`config.mk`:
```
export PLATFORM = sky130hd
export DESIGN_NAME = charlieplex_text_display_controller
export DESIGN_NICKNAME = d
export VERILOG_FILES = /design/src/rtl/core/ctdc_pkg.sv /design/src/rtl/core/ctdc_char_dec.sv /design/src/rtl/core/ctdc_scan.sv /design/src/rtl/core/charlieplex_text_display_controller.sv
export SDC_FILE = /design/constraint.sdc
export NUM_CORES = 1
export LEC_CHECK = 0
export ABC_CLOCK_PERIOD_IN_PS = 2900
export BUFFER_PORTS_ARGS = -buffer_cell sky130_fd_sc_hd__buf_2
export CAP_MARGIN = 30
export CORE_ASPECT_RATIO = 1.75
export CORE_MARGIN = 2
export CORE_UTILIZATION = 56
export CTS_CLUSTER_DIAMETER = 40
export DETAILED_ROUTE_END_ITERATION = 6
export PLACE_DENSITY = 0.86
export SYNTH_ARGS = -nofsm -noshare
export SYNTH_HDL_FRONTEND = slang
export SYNTH_SLANG_ARGS = --single-unit
```
`constraint.sdc`:
```
create_clock -name clk_i -period 2.9 [get_ports clk_i]
set_clock_uncertainty 0.1 [all_clocks]
set_input_delay 0.435 -clock clk_i [delete_from_list [all_inputs] [get_ports clk_i]]
set_output_delay 0.435 -clock clk_i [all_outputs]
set_load 0.005 [all_outputs]
```
`src/rtl/core/ctdc_pkg.sv`:
```
`timescale 1ns / 1ps
// ----------------------------------------------------------------------------
// ctdc_pkg
// Types, character codes, glyph tables and line masks for the charlieplex
// text display controller.
// ----------------------------------------------------------------------------
package ctdc_pkg;

  typedef struct packed {
    logic       kind;
    logic [7:0] char_code;
  } in_item_t;

  typedef struct packed {
    logic [4:0] high_lines;
    logic [4:0] driven_lines;
  } out_item_t;

  typedef logic [3:0][7:0] store_t;

  typedef struct packed {
    store_t     store;
    logic [2:0] cursor;
  } disp_state_t;

  localparam logic KIND_CHAR = 1'b0;
  localparam logic KIND_TICK = 1'b1;

  localparam logic [7:0] CH_NUL     = 8'h00;
  localparam logic [7:0] CH_ESC     = 8'h1B;
  localparam logic [7:0] CH_FF      = 8'h0C;
  localparam logic [7:0] CH_LF      = 8'h0A;
  localparam logic [7:0] CH_CR      = 8'h0D;
  localparam logic [7:0] CH_SPACE   = 8'h20;
  localparam logic [7:0] CH_PERIOD  = 8'h2E;
  localparam logic [7:0] CH_MINUS   = 8'h2D;
  localparam logic [7:0] CH_PERCENT = 8'h25;
  localparam logic [7:0] CH_DOLLAR  = 8'h24;
  localparam logic [7:0] CH_STAR    = 8'h2A;
  localparam logic [7:0] CH_ZERO    = 8'h30;
  localparam logic [7:0] CH_NINE    = 8'h39;
  localparam logic [7:0] CH_UC_A    = 8'h41;
  localparam logic [7:0] CH_UC_Z    = 8'h5A;
  localparam logic [7:0] CH_LC_A    = 8'h61;
  localparam logic [7:0] CH_LC_Z    = 8'h7A;

  localparam logic [2:0] NUM_SLOTS  = 3'd4;
  localparam logic [2:0] GLYPH_LIM  = 3'd3;

  localparam store_t BOOT_STORE = {8'h00, 8'h40, 8'h40, 8'h00};

  localparam logic [7:0] DP_BIT      = 8'h80;
  localparam logic [7:0] MINUS_BIT   = 8'h40;
  localparam logic [7:0] PERCENT_BIT = 8'h04;
  localparam logic [7:0] DOLLAR_BIT  = 8'h01;
  localparam logic [7:0] STAR_BIT    = 8'h02;

  localparam logic [7:0] DIGIT_PAT [10] = '{
    8'h3F, 8'h06, 8'h5B, 8'h4F, 8'h66, 8'h6D, 8'h7D, 8'h07, 8'h7F, 8'h6F
  };

  localparam logic [7:0] LETTER_PAT [26] = '{
    8'h77, 8'h7C, 8'h39, 8'h5E, 8'h79, 8'h71,
    8'h3D, 8'h76, 8'h30, 8'h0E, 8'h76, 8'h38,
    8'h37, 8'h54, 8'h5C, 8'h73, 8'h67, 8'h50,
    8'h6D, 8'h78, 8'h3E, 8'h1C, 8'h1C, 8'h36,
    8'h62, 8'h5B
  };

  localparam logic [4:0] LINE1 = 5'b00001;
  localparam logic [4:0] LINE2 = 5'b00010;
  localparam logic [4:0] LINE3 = 5'b00100;
  localparam logic [4:0] LINE4 = 5'b01000;
  localparam logic [4:0] LINE5 = 5'b10000;

  localparam logic [2:0] PH_LINE1 = 3'd0;
  localparam logic [2:0] PH_LINE2 = 3'd1;
  localparam logic [2:0] PH_LINE3 = 3'd2;
  localparam logic [2:0] PH_LINE4 = 3'd3;
  localparam logic [2:0] PH_LINE5 = 3'd4;

endpackage

```
`src/rtl/core/ctdc_char_dec.sv`:
```
`timescale 1ns / 1ps
// ----------------------------------------------------------------------------
// ctdc_char_dec
// Next segment store and cursor for one received character.
// ----------------------------------------------------------------------------
module ctdc_char_dec (
  input  logic [7:0]           char_code_i,
  input  ctdc_pkg::disp_state_t cur_i,
  output ctdc_pkg::disp_state_t nxt_o
);

  logic [1:0] wr_slot;
  logic [1:0] dp_slot;
  logic [2:0] cursor_inc;
  logic       is_digit;
  logic       is_upper;
  logic       is_lower;
  logic [7:0] digit_off;
  logic [7:0] upper_off;
  logic [7:0] lower_off;
  logic [7:0] glyph;

  always_comb begin
    wr_slot    = cur_i.cursor[1:0];
    cursor_inc = cur_i.cursor + 3'd1;
    dp_slot    = (cur_i.cursor != 3'd0) ? 2'(cur_i.cursor - 3'd1) : 2'd0;

    is_digit = (char_code_i >= ctdc_pkg::CH_ZERO) && (char_code_i <= ctdc_pkg::CH_NINE);
    is_upper = (char_code_i >= ctdc_pkg::CH_UC_A) && (char_code_i <= ctdc_pkg::CH_UC_Z);
    is_lower = (char_code_i >= ctdc_pkg::CH_LC_A) && (char_code_i <= ctdc_pkg::CH_LC_Z);
    digit_off = char_code_i - ctdc_pkg::CH_ZERO;
    upper_off = char_code_i - ctdc_pkg::CH_UC_A;
    lower_off = char_code_i - ctdc_pkg::CH_LC_A;

    glyph = 8'h00;
    if (is_digit) begin
      glyph = ctdc_pkg::DIGIT_PAT[digit_off[3:0]];
    end else if (is_upper) begin
      glyph = ctdc_pkg::LETTER_PAT[upper_off[4:0]];
    end else if (is_lower) begin
      glyph = ctdc_pkg::LETTER_PAT[lower_off[4:0]];
    end

    nxt_o = cur_i;
    unique case (char_code_i) inside
      ctdc_pkg::CH_NUL: begin
      end
      ctdc_pkg::CH_ESC: begin
        nxt_o.store  = ctdc_pkg::BOOT_STORE;
        nxt_o.cursor = 3'd0;
      end
      ctdc_pkg::CH_FF: begin
        nxt_o.store  = '0;
        nxt_o.cursor = 3'd0;
      end
      ctdc_pkg::CH_LF, ctdc_pkg::CH_CR: begin
        nxt_o.cursor = 3'd0;
      end
      ctdc_pkg::CH_SPACE: begin
        if (cur_i.cursor < ctdc_pkg::NUM_SLOTS) begin
          nxt_o.store[wr_slot] = 8'h00;
          nxt_o.cursor         = cursor_inc;
        end
      end
      ctdc_pkg::CH_PERIOD: begin
        nxt_o.store[dp_slot] = cur_i.store[dp_slot] | ctdc_pkg::DP_BIT;
      end
      ctdc_pkg::CH_MINUS: begin
        nxt_o.store[0] = cur_i.store[0] | ctdc_pkg::MINUS_BIT;
      end
      ctdc_pkg::CH_PERCENT: begin
        nxt_o.store[3] = cur_i.store[3] | ctdc_pkg::PERCENT_BIT;
      end
      ctdc_pkg::CH_DOLLAR: begin
        nxt_o.store[3] = cur_i.store[3] | ctdc_pkg::DOLLAR_BIT;
      end
      ctdc_pkg::CH_STAR: begin
        nxt_o.store[3] = cur_i.store[3] | ctdc_pkg::STAR_BIT;
      end
      default: begin
        if ((is_digit || is_upper || is_lower) && (cur_i.cursor < ctdc_pkg::GLYPH_LIM)) begin
          nxt_o.store[wr_slot] = glyph;
          nxt_o.cursor         = cursor_inc;
        end
      end
    endcase
  end

endmodule

```
`src/rtl/core/ctdc_scan.sv`:
```
`timescale 1ns / 1ps
// ----------------------------------------------------------------------------
// ctdc_scan
// Charlieplex line drive for one scan phase, and the index of the following phase.
// ----------------------------------------------------------------------------
module ctdc_scan (
  input  ctdc_pkg::store_t    store_i,
  input  logic [2:0]          phase_i,
  output ctdc_pkg::out_item_t drive_o,
  output logic [2:0]          phase_nxt_o
);

  always_comb begin
    drive_o = '0;
    unique case (phase_i)
      ctdc_pkg::PH_LINE1: begin
        drive_o.high_lines   = ctdc_pkg::LINE1;
        drive_o.driven_lines = ctdc_pkg::LINE1
                             | ({5{store_i[3][0]}} & ctdc_pkg::LINE5)
                             | ({5{store_i[3][1]}} & ctdc_pkg::LINE2)
                             | ({5{store_i[3][2]}} & ctdc_pkg::LINE3)
                             | ({5{store_i[3][3]}} & ctdc_pkg::LINE4);
      end
      ctdc_pkg::PH_LINE2: begin
        drive_o.high_lines   = ctdc_pkg::LINE2;
        drive_o.driven_lines = ctdc_pkg::LINE2
                             | ({5{store_i[0][1]}} & ctdc_pkg::LINE3)
                             | ({5{store_i[0][2]}} & ctdc_pkg::LINE4)
                             | ({5{store_i[2][4]}} & ctdc_pkg::LINE5)
                             | ({5{store_i[1][6]}} & ctdc_pkg::LINE1);
      end
      ctdc_pkg::PH_LINE3: begin
        drive_o.high_lines   = ctdc_pkg::LINE3;
        drive_o.driven_lines = ctdc_pkg::LINE3
                             | ({5{store_i[2][2]}} & ctdc_pkg::LINE5)
                             | ({5{store_i[1][0]}} & ctdc_pkg::LINE4)
                             | ({5{store_i[1][2]}} & ctdc_pkg::LINE2)
                             | ({5{store_i[1][5]}} & ctdc_pkg::LINE1);
      end
      ctdc_pkg::PH_LINE4: begin
        drive_o.high_lines   = ctdc_pkg::LINE4;
        drive_o.driven_lines = ctdc_pkg::LINE4
                             | ({5{store_i[2][0]}} & ctdc_pkg::LINE5)
                             | ({5{store_i[1][1]}} & ctdc_pkg::LINE3)
                             | ({5{store_i[1][3]}} & ctdc_pkg::LINE2)
                             | ({5{store_i[1][4]}} & ctdc_pkg::LINE1);
      end
      ctdc_pkg::PH_LINE5: begin
        drive_o.high_lines   = ctdc_pkg::LINE5;
        drive_o.driven_lines = ctdc_pkg::LINE5
                             | ({5{store_i[2][1]}} & ctdc_pkg::LINE4)
                             | ({5{store_i[2][3]}} & ctdc_pkg::LINE3)
                             | ({5{store_i[2][5]}} & ctdc_pkg::LINE2)
                             | ({5{store_i[2][6]}} & ctdc_pkg::LINE1);
      end
      default: begin
        drive_o = '0;
      end
    endcase
    phase_nxt_o = (phase_i >= ctdc_pkg::PH_LINE5) ? ctdc_pkg::PH_LINE1 : phase_i + 3'd1;
  end

endmodule

```
`src/rtl/core/charlieplex_text_display_controller.sv`:
```
`timescale 1ns / 1ps
// ----------------------------------------------------------------------------
// charlieplex_text_display_controller
// Four-slot seven-segment text store edited by received characters; each
// scan tick yields the five-line charlieplex drive of the current phase.
// ----------------------------------------------------------------------------
//  channel | direction | handshake               | payload
//  in      | input     | in_valid_i / in_stall_o  | in_item_i  (kind, char_code)
//  out     | output    | out_valid_o / out_stall_i| out_item_o (high_lines, driven_lines)
//
//  An item is registered on accept and processed the next cycle unless it is a
//  tick held by a stalled result; one item per clock otherwise. A tick's result
//  appears in the cycle after processing. Characters give no result and never
//  wait on the output side. Reset loads the boot pattern, cursor 0 and the line
//  one phase. A tick waits in the input register while a prior result is stalled.
// ----------------------------------------------------------------------------
module charlieplex_text_display_controller (
  input  logic                clk_i,
  input  logic                rst_ni,
  input  logic                in_valid_i,
  output logic                in_stall_o,
  input  ctdc_pkg::in_item_t  in_item_i,
  output logic                out_valid_o,
  input  logic                out_stall_i,
  output ctdc_pkg::out_item_t out_item_o
);

  logic                  in_vld_q, in_vld_d;
  ctdc_pkg::in_item_t    in_q, in_d;
  logic                  out_vld_q, out_vld_d;
  ctdc_pkg::out_item_t   out_q, out_d;
  ctdc_pkg::disp_state_t st_q, st_d;
  logic [2:0]            phase_q, phase_d;

  ctdc_pkg::disp_state_t char_nxt;
  ctdc_pkg::out_item_t   scan_drive;
  logic [2:0]            scan_phase_nxt;
  logic                  is_tick;
  logic                  adv;
  logic                  accept;

  ctdc_char_dec u_char_dec (
    .char_code_i (in_q.char_code),
    .cur_i       (st_q),
    .nxt_o       (char_nxt)
  );

  ctdc_scan u_scan (
    .store_i     (st_q.store),
    .phase_i     (phase_q),
    .drive_o     (scan_drive),
    .phase_nxt_o (scan_phase_nxt)
  );

  always_comb begin
    is_tick    = (in_q.kind == ctdc_pkg::KIND_TICK);
    adv        = in_vld_q && (!is_tick || !out_vld_q || !out_stall_i);
    in_stall_o = in_vld_q && !adv;
    accept     = in_valid_i && !in_stall_o;

    in_vld_d = accept || (in_vld_q && !adv);
    in_d     = accept ? in_item_i : in_q;

    st_d    = st_q;
    phase_d = phase_q;
    out_d   = out_q;
    out_vld_d = out_vld_q && out_stall_i;
    if (adv) begin
      if (is_tick) begin
        phase_d   = scan_phase_nxt;
        out_d     = scan_drive;
        out_vld_d = 1'b1;
      end else begin
        st_d = char_nxt;
      end
    end
  end

  always_ff @(posedge clk_i or negedge rst_ni) begin
    if (!rst_ni) begin
      in_vld_q  <= 1'b0;
      out_vld_q <= 1'b0;
      st_q      <= '{store: ctdc_pkg::BOOT_STORE, cursor: 3'd0};
      phase_q   <= ctdc_pkg::PH_LINE1;
    end else begin
      in_vld_q  <= in_vld_d;
      out_vld_q <= out_vld_d;
      st_q      <= st_d;
      phase_q   <= phase_d;
    end
  end

  always_ff @(posedge clk_i) begin
    in_q  <= in_d;
    out_q <= out_d;
  end

  assign out_valid_o = out_vld_q;
  assign out_item_o  = out_q;

`ifndef SYNTHESIS
  a_cursor_range: assert property (@(posedge clk_i) disable iff (!rst_ni)
    st_q.cursor <= ctdc_pkg::NUM_SLOTS)
    else $error("cursor beyond slot count");

  a_phase_range: assert property (@(posedge clk_i) disable iff (!rst_ni)
    phase_q <= ctdc_pkg::PH_LINE5)
    else $error("scan phase out of range");

  a_high_onehot: assert property (@(posedge clk_i) disable iff (!rst_ni)
    out_vld_q |-> $onehot(out_q.high_lines))
    else $error("result without exactly one high line");

  a_high_driven: assert property (@(posedge clk_i) disable iff (!rst_ni)
    out_vld_q |-> ((out_q.high_lines & ~out_q.driven_lines) == 5'd0))
    else $error("high line not among driven lines");

  a_tick_advance: assert property (@(posedge clk_i) disable iff (!rst_ni)
    (adv && is_tick) |=> out_vld_q)
    else $error("processed tick left no result");
`endif

endmodule
```
## Word-level counts from Yosys, hierarchy flattened

Memories as Yosys holds them, arrays and structs flattened.
Cells that the tools add are included.

- Register bits after elaboration: 59
- ROM bits: 640
- Bits of input ports: 13
- Output and inout bits: 12
- Word-level logic and storage cells: 158
- Memories: 3

- Add/subtract/negate cells: 6
- Magnitude comparators: 16
- Equality and inequality tests: 15
- Mux-type cells: 28
- Bitwise logic cells: 29
- Reductions and logical operators: 45

Memories:

| memory | words | width | read ports | clocked after memory_dff | wr ports | RTL line | RTL |
|---|---|---|---|---|---|---|---|
| (name not given) | 32 | 8 | 1 | 0 | 0 | ctdc_char_dec.sv:39 | `glyph = ctdc_pkg::LETTER_PAT[upper_off[4:0]];` |
| (name not given) | 32 | 8 | 1 | 0 | 0 | ctdc_char_dec.sv:41 | `glyph = ctdc_pkg::LETTER_PAT[lower_off[4:0]];` |
| (name not given) | 16 | 8 | 1 | 0 | 0 | ctdc_char_dec.sv:37 | `glyph = ctdc_pkg::DIGIT_PAT[digit_off[3:0]];` |

Operator list:

| kind | count |
|---|---|
| 8-bit two-way mux | 11 |
| 16-bit one-hot mux with 5 select lines | 1 |
| 35-bit two-way mux | 2 |
| 32-bit bitwise mux | 2 |
| 8-bit one-hot mux with 7 select lines | 1 |
| 10-bit one-hot mux with 5 select lines | 1 |
| 8-bit by 6-bit == test with 1-bit output (second input constant) | 6 |
| 8-bit one-hot mux with 5 select lines | 1 |
| 32-bit AND | 1 |
| 8-bit demux with 2-bit select | 2 |
| 32-bit NOT | 1 |
| 5-bit nonzero test | 5 |
| 8-bit by 4-bit == test with 1-bit output (second input constant) | 3 |
| 7-bit AND reduction | 3 |
| 5-bit by 1-bit OR with 5-bit output | 4 |
| 5-bit by 2-bit OR with 5-bit output | 4 |
| 8-bit binary-select mux with 2-bit select | 1 |
| 8-bit by 7-bit greater-or-equal comparator with 1-bit output (second input constant) | 2 |
| 8-bit by 7-bit less-or-equal comparator with 1-bit output (second input constant) | 2 |
| 5-bit by 3-bit OR with 5-bit output | 3 |
| 5-bit AND reduction | 3 |
| 6-bit greater-or-equal comparator (second input constant) | 2 |
| 5-bit NOT with 6-bit output | 2 |
| 6-bit OR reduction | 2 |
| 40 further kinds | 74 |

## Depth between registers and ports, before layout

Gate-level depths: netlist of the first run.

- Depth after elaboration: 11
- Gate-level depth with buffers: 12
- Gate-level depth less buffers: 8

## Modules after synthesis

Synthesis of the first run repeated with hierarchy kept, for this count alone.

- Cell total of the unflattened synthesis: 443
- Area total of the unflattened synthesis: 4,580.6 µm²

By module, submodules not included:

| module | times used | cells each | area each (µm²) | sequential area each (µm²) |
|---|---|---|---|---|
| charlieplex_text_display_controller | 1 | 110 | 2,242.2 | 1,574.0 |
| ctdc_char_dec | 1 | 292 | 2,039.5 | 0.0 |
| ctdc_scan | 1 | 41 | 299.0 | 0.0 |

## Worst setup path after synthesis of the first run

No wires, ideal clock.

- Path kind: register to register
- Start: reg in_q[0] (netlist name)
- End: reg with a tool-made name
- Library setup time: 0.125 ns
- Data arrival time: 2.747 ns
- Required time: 2.675 ns
- Path slack: -0.072 ns
- Stages on the path, launching flop included: 11
- Buffers on the path: 2
- Clock period less this slack: 2.972 ns
- Cell sequence: edfxtp_1 clkbuf_1 inv_1 ha_1 buf_2 or3b_1 nor3_2 o31ai_4 a21oi_2 a221oi_1 mux2_4

RTL lines:

| what | RTL line | RTL |
|---|---|---|
| start, declared | charlieplex_text_display_controller.sv:29 | `ctdc_pkg::in_item_t in_q, in_d;` |
| start signal, assigned | charlieplex_text_display_controller.sv:94 | `in_q <= in_d;` |

==> results.toml, run 1 <==
[cts]
clock-sinks = 51
cts_inserted_buffers = 5
post_cts_hold_buffer_count = 0
insertion_delay_to_the_later_sink_of_the_worst_skew_pair_ps = 300
tritoncts = "done"
clk_root_buffer_cell = "sky130_fd_sc_hd__clkbuf_16"
clkTransAtPathRegs_ps = 70
clockBufferDepth = 2
cts.htree.levels = 2

[critical_path]
critical_path_class = "reg2reg"
timing.rr.start = "in_q[1]"
critPathLaunchType = "register"
worst-path-max-fanout = 5
worst-endpoint-required_ps = 3030
reg2reg_setup_slack_ps = 110
critPathLaunch = "in_q[1]"
crit_arrival_ps = 2920
worstSetupEndpointType = "register"

[die]
number_of_rows_created_at_floorplan = 41
die_y_um = 117.4
effective_utilization_at_floorplan_pct = 57.26
dieWidth_um = 68.78
floorplan.die_area_mm2 = 0.008072
core_area_mm2 = 0.007182
top_level_ports = 25

[drt]
detailroute.via_count = 4081
first_pass_detailed_route_iteration_total = 7
via_per_inst = 6.940
detail_route.wirelength_mm = 12.78
antenna_left = 0
drcViolationCount = 0
detail_route.iter0.violations = 575
detail_route.wl_per_cell_um = 21.74

[sta]
totalNegativeSetupSlack_ps = 0
tightest_slew_ps = 700.1
min_period_ps = 2794
unrepaired_setup_endpoints_after_global_routing = "no"
slew-limit-headroom_pct = 53.18
final-max-slew-violation-count = 0
final_hold_viol_count = 0
period_share_pct = 96.34
max_freq_mhz = 357.9
final-setup-viol-count = 0

[logic_synthesis]
synth_nets = 493
postSynthRegisterBits = 51
number_of_enable_type_register_cells_in_the_synthesized_netlist = 19
yosys.cell_count.top_type = "sky130_fd_sc_hd__nand2_1"
synth_top_cell_area_share_pct = 18.25
netlist_top_cells_area = "sky130_fd_sc_hd__dfrtp_1 18%, sky130_fd_sc_hd__edfxtp_1 14%, sky130_fd_sc_hd__ha_1 4.9%"
syn_area_per_cell_um2 = 8.864
synth_area_mm2 = 0.004113
netlist_instances = 464
synth_area_leader_cell = "sky130_fd_sc_hd__dfrtp_1"
synth-async-reset-ratio_pct = 62.75
synth.lib_cells_used.distinct = 86
yosys_warnings = 0
synth_ff_type = "sky130_fd_sc_hd__dfrtp_1"
ys_seq_area_share_pct = 33.40
post_synth_most_frequent_cells = "33 x sky130_fd_sc_hd__nand2_1, 30 x sky130_fd_sc_hd__dfrtp_1, 28 x sky130_fd_sc_hd__a21oi_1"

[grt]
globalRoute.totalOverflow = 0
grt_start_max_net_pins = 33
grt_antenna_before_repair = 0
first_global_vias = 3941
grt_first_pass_wirelength_mm = 19.77
groute.usage.overall_pct = 32.60

[min_path]
min-delay-path-class = "in2async"

[power]
power.total_mw = 2.896
switching_share_pct = 40.80
p_seq_share_pct = 37.3
power.density_cell_area_mw_per_mm2 = 613.6
static-leakage-power_nw = 1.874
power_frac_comb_pct = 41.4
p_clk_share_pct = 21.3
vdd.ir_drop.worst_v = 0.0002679
p_int_mw = 1.714
switchingPower_mw = 1.182

[place]
finalWeightedCongestion = 0.9909
io_port_bufs = 24
place.detailed.hpwl_mm = 9.688

[finish]
number_of_nets_in_the_layout = 530
num_antenna_cells = 0
syn_to_final_growth_pct = 14.76
drive_above_1_share_pct = 21.12

[flow_run]
timing.max_cap.violations = 0

[run_status]
run_status = "complete, no violations"
-- per-stage QoR --
stage	worst slack, ps	instances	instance area (µm²)	hold slack, ps	util [%]
floorplan	-18.43	464	4121	39.41	-
global placement	157.9	578	4493	374.1	62.56
detailed placement	95.17	578	4493	377.3	62.56
CTS	56.93	586	4647	101.4	64.70
global route	21.33	588	4720	129.2	65.71
finish	106.1	588	4720	78.83	65.71
-- power by group through the flow --
stage	registers [mW]	clock network (mW)	logic, mW
after floorplan	1.01	0	0.824
after global placement	1.07	0	1.10
after detailed placement	1.08	0	1.14
final	1.08	0.616	1.20
after CTS	1.07	0.608	1.14
after global routing	1.10	0.649	1.29
-- cell type report --
cell class / instances / area [µm²]
Sequential cell: 51 / 1374
Timing Repair Buffer: 65 / 452.9
Clock inverter: 3 / 28.78
Clock buffer: 5 / 125.1
Fill cell: 588 / 2462
Inverter: 27 / 101.3
Multi-Input combinational cell: 351 / 2530
Tap cell: 86 / 107.6
-- per-layer routing --
metal	routed length, µm	global-route usage [%]
met2	6484	54.27
met5	0	0
met1	4222	33.77
met3	783	4.698
met4	1292	27.21
-- cells by family (layout without fill, tap and decap cells) --
family          Yosys count  in the layout  share of synthesized area (%)
xor+xnor                  4              4                         0.8520
simple gates            161            161                          22.03
buf+inv                  62            100                          6.663
mux                      12             12                          3.103
compound gates          158            158                          29.08
fa+ha+maj                16             16                          4.868
flops                    51             51                          33.40
-- worst paths after layout --
path                       cells after the start                          to
max                                            9                    register
min                                            1                     st_q[1]
max reg2reg                                    9                    register
min reg2reg                                    1                    register
max in group asynchronous                      1  asynchronous set/reset pin
min in group clk_i                             1                     is_tick
-- critical path, cell delays in order, from the launching register on --
cell	delay, ps
sky130_fd_sc_hd__edfxtp_1	390
sky130_fd_sc_hd__inv_1	180
sky130_fd_sc_hd__ha_1	190
sky130_fd_sc_hd__or3b_1	420
sky130_fd_sc_hd__xnor2_1	180
sky130_fd_sc_hd__buf_4	160
sky130_fd_sc_hd__o41ai_1	570
sky130_fd_sc_hd__o31ai_4	150
sky130_fd_sc_hd__nor3_1	230
sky130_fd_sc_hd__a211o_1	160
-- placed cells by master, fill, tap and decap left out, types with 5 or more instances in the layout --
master                      synthesis  layout
sky130_fd_sc_hd__nor2_1            21      21
sky130_fd_sc_hd__o21ai_0           19      19
sky130_fd_sc_hd__edfxtp_1          19      19
sky130_fd_sc_hd__buf_4              0      39
sky130_fd_sc_hd__clkbuf_16          0       5
sky130_fd_sc_hd__nand2b_1           8       8
sky130_fd_sc_hd__a22oi_1            5       5
sky130_fd_sc_hd__inv_1             27      26
sky130_fd_sc_hd__ha_1              16      16
sky130_fd_sc_hd__o22ai_1            8       8
sky130_fd_sc_hd__o211ai_1           7       7
sky130_fd_sc_hd__nor3_1            14      14
sky130_fd_sc_hd__nand2_1           33      33
sky130_fd_sc_hd__o31ai_1            6       6
sky130_fd_sc_hd__o32ai_1            6       6
sky130_fd_sc_hd__nand3b_1           5       5
sky130_fd_sc_hd__buf_2             15      24
sky130_fd_sc_hd__a211oi_1           6       6
sky130_fd_sc_hd__a31oi_1            7       7
sky130_fd_sc_hd__nand4_1            6       6
sky130_fd_sc_hd__o2bb2ai_1          6       6
sky130_fd_sc_hd__nand3_1           12      12
sky130_fd_sc_hd__mux2i_1            9       9
sky130_fd_sc_hd__nor2b_1           10      10
sky130_fd_sc_hd__dfrtp_1           30      30
sky130_fd_sc_hd__a21oi_1           28      28
sky130_fd_sc_hd__a21o_1             6       6
sky130_fd_sc_hd__or3_1             13      13
sky130_fd_sc_hd__o221ai_1           5       5
-- what timing repair did --
| item | CTS | global route |
|---|---|---|
| resized for setup | 0 | 9 |
| setup buffers | 0 | 2 |
| setup endpoints to repair | 0 | 23 |
No activity file was read; power rests on OpenSTA's default activity.
==> run 2: changes to the inputs <==
Settings changed: ABC_CLOCK_PERIOD_IN_PS 2900 to 2300.
Clock period 2.9 ns to 2.3 ns, I/O delays scaled along.
==> run 2 against run 1 <==
  * The flow now finishes with violations (hold timing, setup timing)
  * Setup slack got worse by 520 ps
  * Non-clock buffer count rose by 81
  * Core utilization rose by 17 points
  * Total power rose by 45%
  * Sequential power rose by 26%
  * Worst hold slack got worse by 85 ps
  * Critical path depth rose by 1
  * Largest cell class unchanged
  * Highest routed layer unchanged
==> results.toml, run 2 (synthesis results as in run 1) <==
[power]
power.density_cell_area_mw_per_mm2 = 708.1
vdd.ir_drop.worst_v = 0.0004286
static-leakage-power_nw = 2.401

[grt]
top_usage_layer = "met2"
groute.usage.overall_pct = 41.86
first_global_vias = 4739
use_met3_pct = 14.67
grt_first_pass_wirelength_mm = 25.16
grt_start_max_net_pins = 33
grt_antenna_before_repair = 1
grt_util_met2_pct = 65.99
globalRoute.totalOverflow = 0
grt_use_met1_pct = 39.74

[run_status]
run_status = "finished with violations"
violations = "hold timing, setup timing"

[cts]
post_cts_hold_buffer_count = 0
cts_inserted_buffers = 5
insertion_delay_to_the_later_sink_of_the_worst_skew_pair_ps = 310
cts.htree.levels = 2
clkTransAtPathRegs_ps = 80
tritoncts = "done"
clk_root_buffer_cell = "sky130_fd_sc_hd__clkbuf_16"
clock-sinks = 51
clockBufferDepth = 2

[place]
finalWeightedCongestion = 0.9698
io_port_bufs = 24
place.detailed.hpwl_mm = 11.17

[drt]
antenna_left = 0
via_per_inst = 7.388
first_pass_detailed_route_iteration_total = 6
detail_route.wl_per_cell_um = 27.52
detailroute.via_count = 4950
detail_route.wirelength_mm = 18.44
drcViolationCount = 0
detail_route.iter0.violations = 822

[finish]
number_of_nets_in_the_layout = 611
drive_above_1_share_pct = 43.91
postLayoutCoreUtil_pct = 82.75
layout_common_cells = "107 x sky130_fd_sc_hd__buf_4, 30 x sky130_fd_sc_hd__nand2_1, 30 x sky130_fd_sc_hd__dfrtp_1, 25 x sky130_fd_sc_hd__buf_2, 24 x sky130_fd_sc_hd__inv_1"
syn_to_final_growth_pct = 44.51
layout.cells.most_common = "sky130_fd_sc_hd__buf_4"

[critical_path]
crit_arrival_ps = 2800
worstSetupEndpointType = "register"
worst_path_largest_cell_delay_ps = 460
critPathLaunch = "in_q[0]"
critPathLaunchType = "register"
worst-path-max-fanout = 4
critical_path.slowest_cell = "sky130_fd_sc_hd__edfxtp_1"
timing.rr.start = "in_q[0]"
cp_cell_sequence = "buf_6, inv_8, ha_4, or3b_4, buf_4, a31oi_4, a31oi_1, nor3_2, a21oi_4, o311ai_1"
worst-endpoint-required_ps = 2390
critical_path_class = "reg2reg"

[die]
core_area_mm2 = 0.007182
number_of_rows_created_at_floorplan = 41
floorplan.die_area_mm2 = 0.008072
top_level_ports = 25
effective_utilization_at_floorplan_pct = 57.26
dieWidth_um = 68.78
die_y_um = 117.4

[sta]
unrepaired_setup_endpoints_after_global_routing = "yes"
worst_slack_ps = -410.9
period_share_pct = 117.9
slew-limit-headroom_pct = 50.50
final-setup-viol-count = 27
tightest_slew_ps = 735.8
final_hold_viol_count = 9
max_freq_mhz = 368.9
min_period_ps = 2711
final-max-slew-violation-count = 0
holdWs_ps = -6.636

[flow_run]
timing.max_cap.violations = 0

[min_path]
min-delay-path-class = "in2async"
==> run 2: changes by cell type in the layout (fill, tap and decap cells not counted), sizes merged <==
cell	before	now
diode	0	1
buf	65	146
==> run 2: critical path: cells and delay by family, from the launching register on <==
family | cells | cell delay, ps
simple gates | 2 | 750
compound gates | 4 | 740
flops | 1 | 460
buf+inv | 3 | 410
fa+ha+maj | 1 | 130
==> run 2: timing repair <==
item                       in CTS  in global routing
hold endpoints to repair        0                  0
setup endpoints to repair      27                 27
gates resized for setup        48                 57
pin swaps                      25                 22
gates cloned                    1                  0
buffers inserted               11                 10
==> run 2: report_power, final <==
part           internal (mW)  total (mW)  switching [mW]
Sequential              1.14        1.36           0.214
Combinational          0.806        2.04            1.23
Clock                  0.416       0.809           0.393
==> run 2: layer usage <==
layer	part of all wire (%)	vias up
li1	-	2003
met1	30	2283
met2	47	466
met3	11	198
met4	13	0
met5	0	-
==> run 2: path summary, 6_finish.rpt <==
path                            cells after the start                    endpoint  slack, ps
max in group asynchronous                           1  asynchronous set/reset pin       1620
worst min register to register                      1                    register        420
worst min-delay path                                1  asynchronous set/reset pin         -7
worst max-delay path                               10                    register       -410
min in group clk_i                                  1                     in_q[0]        100
worst max register to register                     10                    register       -410
==> run 2: through the flow <==
step | cells | area, µm² | setup TNS (ps) | setup slack (ps) | power, mW
after floorplan | 464 | 4248 | -7548 | -435.5 | 2.345
after global placement | 646 | 5077 | -7164 | -344.7 | 2.884
after detailed placement | 646 | 5077 | -9168 | -409.9 | 2.967
after CTS | 663 | 5555 | -5717 | -273.2 | 3.846
after global routing | 670 | 5943 | -10030 | -626.2 | 4.336
final | 670 | 5943 | -8600 | -410.9 | 4.208
==> run 2: layout make-up <==
class / count / area [µm²]
Antenna cell: 1 / 2.502
Clock buffer: 5 / 125.1
Multi-Input combinational cell: 351 / 3087
Inverter: 27 / 111.4
Timing Repair Buffer: 146 / 1107
Tap cell: 86 / 107.6
Fill cell: 392 / 1239
Sequential cell: 51 / 1374
Clock inverter: 3 / 28.78
